==> config.mk <==
export PLATFORM = sky130hd
export DESIGN_NAME = odo_ctrl
export DESIGN_NICKNAME = d
export VERILOG_FILES = /design/src/design/odo_pkg.sv /design/src/design/odo_ctrl.sv
export SDC_FILE = /design/constraint.sdc
export NUM_CORES = 1
export LEC_CHECK = 0
export BUFFER_PORTS_ARGS = -buffer_cell sky130_fd_sc_hd__buf_4
export CELL_PAD_IN_SITES_DETAIL_PLACEMENT = 0
export CELL_PAD_IN_SITES_GLOBAL_PLACEMENT = 1
export CORE_MARGIN = 4
export CORE_UTILIZATION = 25
export DETAILED_ROUTE_END_ITERATION = 6
export PLACE_DENSITY_LB_ADDON = 0.12
export RECOVER_POWER = 100
export SLEW_MARGIN = 40
export SYNTH_ARGS = -nofsm -noshare
export SYNTH_HDL_FRONTEND = slang
export SYNTH_SLANG_ARGS = --single-unit
==> constraint.sdc <==
create_clock -name clk -period 4.25 [get_ports clk]
set_input_delay 0.85 -clock clk [delete_from_list [all_inputs] [get_ports clk]]
set_output_delay 0.85 -clock clk [all_outputs]
set_load 0.02 [all_outputs]
==> src/design/odo_pkg.sv <==
// Package for the differential-drive odometry block: widths, step codes,
// command and status structs, CORDIC angle table and saturation helper.
// Used by every module of the block; depends on nothing.
`timescale 1ns / 1ps
package odo_pkg;

  localparam int MAX_WINDOW = 16;
  localparam int WIN_AW = $clog2(MAX_WINDOW);
  localparam int WIN_CW = $clog2(MAX_WINDOW + 1);
  localparam int SUM_W = 32 + WIN_AW + 1;

  localparam int MUL_W = 34;
  localparam int PROD_W = 2 * MUL_W;

  localparam int DIV_NW = 56;
  localparam int DIV_DW = 32;
  localparam int DIVN_W = DIV_NW + 1;
  localparam int DIVD_W = DIV_DW + 1;
  localparam int DIVQ_W = DIV_NW + 1;
  localparam int DIV_CW = $clog2(DIV_NW);

  localparam int CORDIC_STEPS = 30;
  localparam int CORDIC_W = 34;
  localparam int CORDIC_IW = $clog2(CORDIC_STEPS);
  localparam logic signed [CORDIC_W-1:0] CORDIC_GAIN = 34'sd652032874;
  localparam logic signed [MUL_W-1:0] TURN_PER_RAD = 34'sd683565276;
  localparam logic [31:0] MIN_INTERVAL = 32'd1678;

  localparam logic [1:0] REG_SEP = 2'd0;
  localparam logic [1:0] REG_LRAD = 2'd1;
  localparam logic [1:0] REG_RRAD = 2'd2;
  localparam logic [1:0] REG_WIN = 2'd3;

  localparam int STEP_W = 5;
  localparam logic [STEP_W-1:0] ST_IDLE       = 5'd0;
  localparam logic [STEP_W-1:0] ST_MUL_L      = 5'd1;
  localparam logic [STEP_W-1:0] ST_MUL_R      = 5'd2;
  localparam logic [STEP_W-1:0] ST_DIFF       = 5'd3;
  localparam logic [STEP_W-1:0] ST_ANG_DIV    = 5'd4;
  localparam logic [STEP_W-1:0] ST_ANG_WAIT   = 5'd5;
  localparam logic [STEP_W-1:0] ST_OPEN_V     = 5'd6;
  localparam logic [STEP_W-1:0] ST_OPEN_W     = 5'd7;
  localparam logic [STEP_W-1:0] ST_OPEN_END   = 5'd8;
  localparam logic [STEP_W-1:0] ST_MUL_D      = 5'd9;
  localparam logic [STEP_W-1:0] ST_DH         = 5'd10;
  localparam logic [STEP_W-1:0] ST_COR_H      = 5'd11;
  localparam logic [STEP_W-1:0] ST_COR_H_WAIT = 5'd12;
  localparam logic [STEP_W-1:0] ST_SF_DIV     = 5'd13;
  localparam logic [STEP_W-1:0] ST_SF_WAIT    = 5'd14;
  localparam logic [STEP_W-1:0] ST_COR_M      = 5'd15;
  localparam logic [STEP_W-1:0] ST_COR_M_WAIT = 5'd16;
  localparam logic [STEP_W-1:0] ST_MUL_CT     = 5'd17;
  localparam logic [STEP_W-1:0] ST_MUL_SU     = 5'd18;
  localparam logic [STEP_W-1:0] ST_MUL_LT     = 5'd19;
  localparam logic [STEP_W-1:0] ST_MUL_LU     = 5'd20;
  localparam logic [STEP_W-1:0] ST_POSE_Y     = 5'd21;
  localparam logic [STEP_W-1:0] ST_LSPD_DIV   = 5'd22;
  localparam logic [STEP_W-1:0] ST_LSPD_WAIT  = 5'd23;
  localparam logic [STEP_W-1:0] ST_ASPD_DIV   = 5'd24;
  localparam logic [STEP_W-1:0] ST_ASPD_WAIT  = 5'd25;
  localparam logic [STEP_W-1:0] ST_PUSH       = 5'd26;
  localparam logic [STEP_W-1:0] ST_RL_DIV     = 5'd27;
  localparam logic [STEP_W-1:0] ST_RL_WAIT    = 5'd28;
  localparam logic [STEP_W-1:0] ST_RA_DIV     = 5'd29;
  localparam logic [STEP_W-1:0] ST_RA_WAIT    = 5'd30;
  localparam logic [STEP_W-1:0] ST_DONE       = 5'd31;

  typedef struct packed {
    logic [STEP_W-1:0] step;
    logic              load;
  } odo_cmd_t;

  typedef struct packed {
    logic div_done;
    logic cor_done;
    logic sep_zero;
    logic ang_zero;
    logic speed_path;
    logic out_free;
  } odo_sts_t;

  function automatic logic [29:0] atan_val(input logic [CORDIC_IW-1:0] i);
    logic [29:0] r;
    unique case (i)
      5'd0:  r = 30'd536870912;
      5'd1:  r = 30'd316933406;
      5'd2:  r = 30'd167458907;
      5'd3:  r = 30'd85004756;
      5'd4:  r = 30'd42667331;
      5'd5:  r = 30'd21354465;
      5'd6:  r = 30'd10679838;
      5'd7:  r = 30'd5340245;
      5'd8:  r = 30'd2670163;
      5'd9:  r = 30'd1335087;
      5'd10: r = 30'd667544;
      5'd11: r = 30'd333772;
      5'd12: r = 30'd166886;
      5'd13: r = 30'd83443;
      5'd14: r = 30'd41722;
      5'd15: r = 30'd20861;
      5'd16: r = 30'd10430;
      5'd17: r = 30'd5215;
      5'd18: r = 30'd2608;
      5'd19: r = 30'd1304;
      5'd20: r = 30'd652;
      5'd21: r = 30'd326;
      5'd22: r = 30'd163;
      5'd23: r = 30'd81;
      5'd24: r = 30'd41;
      5'd25: r = 30'd20;
      5'd26: r = 30'd10;
      5'd27: r = 30'd5;
      5'd28: r = 30'd3;
      5'd29: r = 30'd1;
      default: r = 30'd0;
    endcase
    return r;
  endfunction

  function automatic logic signed [31:0] sat32(input logic signed [PROD_W-1:0] v);
    logic signed [31:0] r;
    if (v > 68'sd2147483647) begin
      r = 32'sh7FFFFFFF;
    end else if (v < -68'sd2147483648) begin
      r = 32'sh80000000;
    end else begin
      r = v[31:0];
    end
    return r;
  endfunction

  function automatic logic [WIN_CW-1:0] eff_window(input logic [4:0] ws);
    logic [WIN_CW-1:0] r;
    if (ws == 5'd0) begin
      r = WIN_CW'(1);
    end else if (32'(ws) > MAX_WINDOW) begin
      r = WIN_CW'(MAX_WINDOW);
    end else begin
      r = WIN_CW'(ws);
    end
    return r;
  endfunction

endpackage

==> src/design/odo_ctrl.sv <==
// Odometry controller: sequences the datapath through one word's steps and
// waits on the divider, CORDIC and output register. Depends on odo_pkg.
`timescale 1ns / 1ps
module odo_ctrl (
  input  logic              clk,
  input  logic              rst_n,
  input  logic              in_valid,
  input  logic              in_opcode,
  output logic              in_ready,
  input  odo_pkg::odo_sts_t sts,
  output odo_pkg::odo_cmd_t cmd
);
  import odo_pkg::*;

  logic [STEP_W-1:0] state_r, state_nxt;

  assign in_ready = (state_r == ST_IDLE);
  assign cmd.step = state_r;
  assign cmd.load = in_valid && in_ready;

  always_comb begin
    state_nxt = state_r;
    unique case (state_r)
      ST_IDLE:       if (in_valid) state_nxt = in_opcode ? ST_OPEN_V : ST_MUL_L;
      ST_MUL_L:      state_nxt = ST_MUL_R;
      ST_MUL_R:      state_nxt = ST_DIFF;
      ST_DIFF:       state_nxt = ST_ANG_DIV;
      ST_ANG_DIV:    state_nxt = sts.sep_zero ? ST_MUL_D : ST_ANG_WAIT;
      ST_ANG_WAIT:   if (sts.div_done) state_nxt = ST_MUL_D;
      ST_OPEN_V:     state_nxt = ST_OPEN_W;
      ST_OPEN_W:     state_nxt = ST_OPEN_END;
      ST_OPEN_END:   state_nxt = ST_MUL_D;
      ST_MUL_D:      state_nxt = ST_DH;
      ST_DH:         state_nxt = sts.ang_zero ? ST_COR_M : ST_COR_H;
      ST_COR_H:      state_nxt = ST_COR_H_WAIT;
      ST_COR_H_WAIT: if (sts.cor_done) state_nxt = ST_SF_DIV;
      ST_SF_DIV:     state_nxt = ST_SF_WAIT;
      ST_SF_WAIT:    if (sts.div_done) state_nxt = ST_COR_M;
      ST_COR_M:      state_nxt = ST_COR_M_WAIT;
      ST_COR_M_WAIT: if (sts.cor_done) state_nxt = ST_MUL_CT;
      ST_MUL_CT:     state_nxt = ST_MUL_SU;
      ST_MUL_SU:     state_nxt = ST_MUL_LT;
      ST_MUL_LT:     state_nxt = ST_MUL_LU;
      ST_MUL_LU:     state_nxt = ST_POSE_Y;
      ST_POSE_Y:     state_nxt = sts.speed_path ? ST_LSPD_DIV : ST_DONE;
      ST_LSPD_DIV:   state_nxt = ST_LSPD_WAIT;
      ST_LSPD_WAIT:  if (sts.div_done) state_nxt = ST_ASPD_DIV;
      ST_ASPD_DIV:   state_nxt = ST_ASPD_WAIT;
      ST_ASPD_WAIT:  if (sts.div_done) state_nxt = ST_PUSH;
      ST_PUSH:       state_nxt = ST_RL_DIV;
      ST_RL_DIV:     state_nxt = ST_RL_WAIT;
      ST_RL_WAIT:    if (sts.div_done) state_nxt = ST_RA_DIV;
      ST_RA_DIV:     state_nxt = ST_RA_WAIT;
      ST_RA_WAIT:    if (sts.div_done) state_nxt = ST_DONE;
      ST_DONE:       if (sts.out_free) state_nxt = ST_IDLE;
      default:       state_nxt = ST_IDLE;
    endcase
  end

  always_ff @(posedge clk) begin
    if (!rst_n) begin
      state_r <= ST_IDLE;
    end else begin
      state_r <= state_nxt;
    end
  end

  a_load_leaves_idle: assert property (@(posedge clk) disable iff (!rst_n)
    (state_r == ST_IDLE && in_valid) |=> (state_r != ST_IDLE))
    else $error("accepted word did not start processing");

  a_ang_wait_holds: assert property (@(posedge clk) disable iff (!rst_n)
    (state_r == ST_ANG_WAIT && !sts.div_done) |=> (state_r == ST_ANG_WAIT))
    else $error("left divider wait before quotient was ready");

  a_done_holds: assert property (@(posedge clk) disable iff (!rst_n)
    (state_r == ST_DONE && !sts.out_free) |=> (state_r == ST_DONE))
    else $error("result dropped while output register was full");

endmodule

# [After elaboration in Yosys (flattened, before gate mapping)]
# Cells that the tools add are included.
[word_totals] register_bits=5 latchBits=0 mem_bits_rw=0 mem_bits_ro=0 inputBits=10 output_inout_bits=7 elab_cells=60 memories=0
[op_classes] add_sub_neg=0 mul=0 div_mod_pow=0 magnitude_cmp=0 eq_ne=41 shifts=0 mux=15 bitwise=0 n_reduce_logical=3
[op_table] cell="5-bit one-hot mux with 32 select lines" n=1
[op_table] cell="5-bit == test (second input constant)" n=16
[op_table] cell="5-bit two-way mux" n=10
[op_table] cell="5-bit by 4-bit == test with 1-bit output (second input constant)" n=8
[op_table] cell="5-bit by 3-bit == test with 1-bit output (second input constant)" n=4
[op_table] cell="2-bit != test (second input constant)" n=10
[op_table] cell="5-bit by 2-bit == test with 1-bit output (second input constant)" n=2
[op_table] cell="10-bit AND reduction" n=1
[op_table] cell="4-bit two-way mux" n=2
[op_table] cell="3-bit two-way mux" n=2
[op_table] cell="5-bit by 1-bit == test with 1-bit output (second input constant)" n=1
[op_table] cell="5-bit zero test" n=1
[op_table] cell="1-bit logical AND" n=1

# [Longest topological paths before layout]
[logic_depth] word_depth=3 ltp_mapped=7 mapped_depth_nobuf=6

# [Least setup slack after synthesis]
# No wires, ideal clock.
[synth_path] kind="register to output" from="register state_r[3]" to="output cmd[0] (netlist name)" arrival_time_ns=1.343 t_required_ns=3.400 slack_ns=2.057 path_stages_with_launch=6 path_buffers=1 path_cell_list="dfxtp_1 -> clkbuf_8 -> nor2_1 -> nand3b_1 -> inv_1 -> and2_1"
[synth_lines] item="from (decl)" line="odo_ctrl.sv:15" source="logic [STEP_W-1:0] state_r, state_nxt;"
[synth_lines] item="from (signal assigned)" line="odo_ctrl.sv:64" source="state_r <= state_nxt;"
[synth_lines] item="to (decl)" line="odo_ctrl.sv:11" source="output odo_pkg::odo_cmd_t cmd"

==> results.yml <==
status:
  status: "finished clean"
synthesis:
  syn_inst: 69
  synth_cell_types: 39
  synth_edf_count: 0
  ys_warn_count: 0
  synth.avg_cell_area_sq_um: 8.20
  synthArstFlopShare_pct: 0
  synth-main-ff-cell: "dfxtp_1"
  netlist_area_sq_um: 566
  yosysSeqAreaShare_pct: 17.7
  syn_nets: 79
  ys_seq_elements: 5
critical_path:
  worstSetupPathType: "flop to output port"
  endpoint: "cmd[0]"
  rrSetupSlack_ns: 2.21
  startpoint: "state_r[2]"
  critPathMaxFanout: 14
  end_kind: "output port"
  reg2reg_from: "state_r[2]"
  rr_worst_depth: 5
  crit_required_ns: 3.40
  startpoint_type: "flop"
  critical_path_arrival_ns: 1.64
  reg2reg_to: "state_r[3]"
sta:
  skew_ns: 0.00654
  finalSetupViolations: 0
  setup_ws_ns: 1.76
  slew_violations: 0
  max_freq_ghz: 0.402
  worst_pin_slew_ns: 0.753
  hold_violations: 0
  grt_setup_unrepaired: "no"
  fin_setup_tns_ns: 0
  finalCritPeriodShare_pct: 58.5
  slew_headroom_pct: 49.6
  period_needed_ns: 2.49
power_and_ir_drop:
  pwr-share-clk_pct: 12.7
  leakage_nw: 0.250
  p_per_area_nw_per_um2: 665
  peakVddDrop_v: 0.000299
  seq_power_share_pct: 27.9
  pwr-share-comb_pct: 59.4
  p_switching_w: 0.000224
  internal-power_w: 0.000210
  sw_frac_of_total_pct: 51.6
route:
  dr.max_layer_used: "met4"
  ant_nets: 0
  wl_met3_um: 62
  dr.first_iter.drc_count: 20
  post-route-drc-count: 0
  via_per_inst: 5.35
  wirelength_um: 1590
  dr_wl_met2_um: 770
  firstDrtPassIters: 4
  wl_per_cell_um: 14.3
  vias: 594
  drt-met1-wl_um: 742
grt:
  grt_start_max_net_pins: 16
  grt_first_pass_wirelength_um: 2640
  antenna_found_initial: 0
  grt_usage_pct: 10.9
  gr-total-overflow: 0
  grt_pass1_vias: 557
placement:
  dpl_worst_slack_ns: 2.08
  dp.cells: 107
  dp_hpwl_um: 1200
  gp_congestion: 0.726
  port_buffers: 16
hold_path:
  hp-class: "flop to flop"
cts:
  post_cts_resize_count: 0
  clock_latency_ns: 0.24
  clk_pin_slew_ns: 0.05
  cts_buffers: 3
  clock-sinks: 5
  clk_root_buffer_cell: "clkbuf_4"
  cts_hold_buf: 0
  cts_htree_levels: 1
  post_cts_buffers: 0
  cts_tree: "built"
  clockBufferDepth: 2
cells_and_area:
  mostFrequentLayoutCells: "11 x buf_4, 6 x clkbuf_1, 5 x nor2_1, 5 x nand2_1, 5 x dfxtp_1"
  antennaDiodeCount: 0
  top_register: "state_r"
  area_growth_pct: 15.5
  drive_gt1_share_pct: 28.6
  instances_no_fill: 111
  final_common_cell: "buf_4"
  top_regs: "state_r (5)"
  nets: 95
  largest_reg_flops: 5
floorplanning:
  num_rows: 16
  io_pins: 17
  die_h_um: 55.6
  die_area_sq_um: 3090
  dieWidth_um: 55.6
  core_area_sq_um: 2060
  start_util_pct: 27.4
run:
  maxCapViolCount: 0
layout make-up:
cell class              instances  area [sq um]
repair buffers                 16           101
multi-input cells              55           377
well taps                      27          33.8
flip-flops and latches          5           100
fillers                       238          1410
clock buffers                   4          26.3
inverters                       4          15.0
Yosys cell counts (3+ instances only):
library cell / number / area [sq um]
inv_1: 4 / 15.0
nand3_1: 3 / 15.0
nor3_1: 3 / 15.0
o21ai_0: 4 / 20.0
clkbuf_8: 3 / 41.3
a21oi_1: 3 / 15.0
dfxtp_1: 5 / 100
nand2_1: 5 / 18.8
nor2_1: 4 / 15.0
power groups by stage:
stage          Sequential [W]  Combinational, W  Clock (W)
2_1_floorplan        0.000100          0.000229          0
3_3_place_gp         0.000124          0.000281          0
3_5_place_dp         0.000121          0.000277          0
4_1_cts              0.000120          0.000278  0.0000576
5_1_grt              0.000125          0.000286  0.0000645
6_report             0.000121          0.000258  0.0000553
critical path, stage by stage, from the launching register on:
cell      delay, ns
dfxtp_1        0.61
nor2_1         0.15
nand3b_1       0.22
inv_1          0.08
and2_0         0.17
buf_4          0.16
metrics by stage:
| stage | power [W] | utilization [%] | hold WS (ns) | instance area [sq um] |
|---|---|---|---|---|
| after floorplan | 0.000329 | - | 0.723 | 566 |
| after global placement | 0.000405 | 31.8 | 0.661 | 656 |
| after detailed placement | 0.000398 | 31.8 | 0.682 | 656 |
| after CTS | 0.000456 | 33.1 | 0.691 | 682 |
| after global routing | 0.000476 | 31.7 | 0.751 | 653 |
| final | 0.000434 | 31.7 | 0.704 | 653 |
metal layers:
metal  GRT usage, %  vias up
met5              0        -
met4           3.13        0
met3           3.96        2
met2           17.2       13
met1           13.7      280
li1               -      299
cells by family after synthesis:
group / count (synthesis) / synth area share, %
flip-flops: 5 / 17.7
buffers and inverters: 9 / 13.9
AO/OA/AOI/OAI: 26 / 38.9
AND/OR/NAND/NOR: 29 / 29.4
how the worst min path moves through the flow:
stage,from,to,slack (ns),cells after the start
after global routing,state_r[4],state_r[4],0.75,2
final,state_r[4],state_r[4],0.70,2
after floorplan,state_r[4],state_r[4],0.72,3
after CTS,state_r[4],state_r[4],0.69,2
after global placement,state_r[4],state_r[4],0.66,2
after detailed placement,state_r[4],state_r[4],0.68,2
Note: power is estimated with default switching activity, not from simulation.
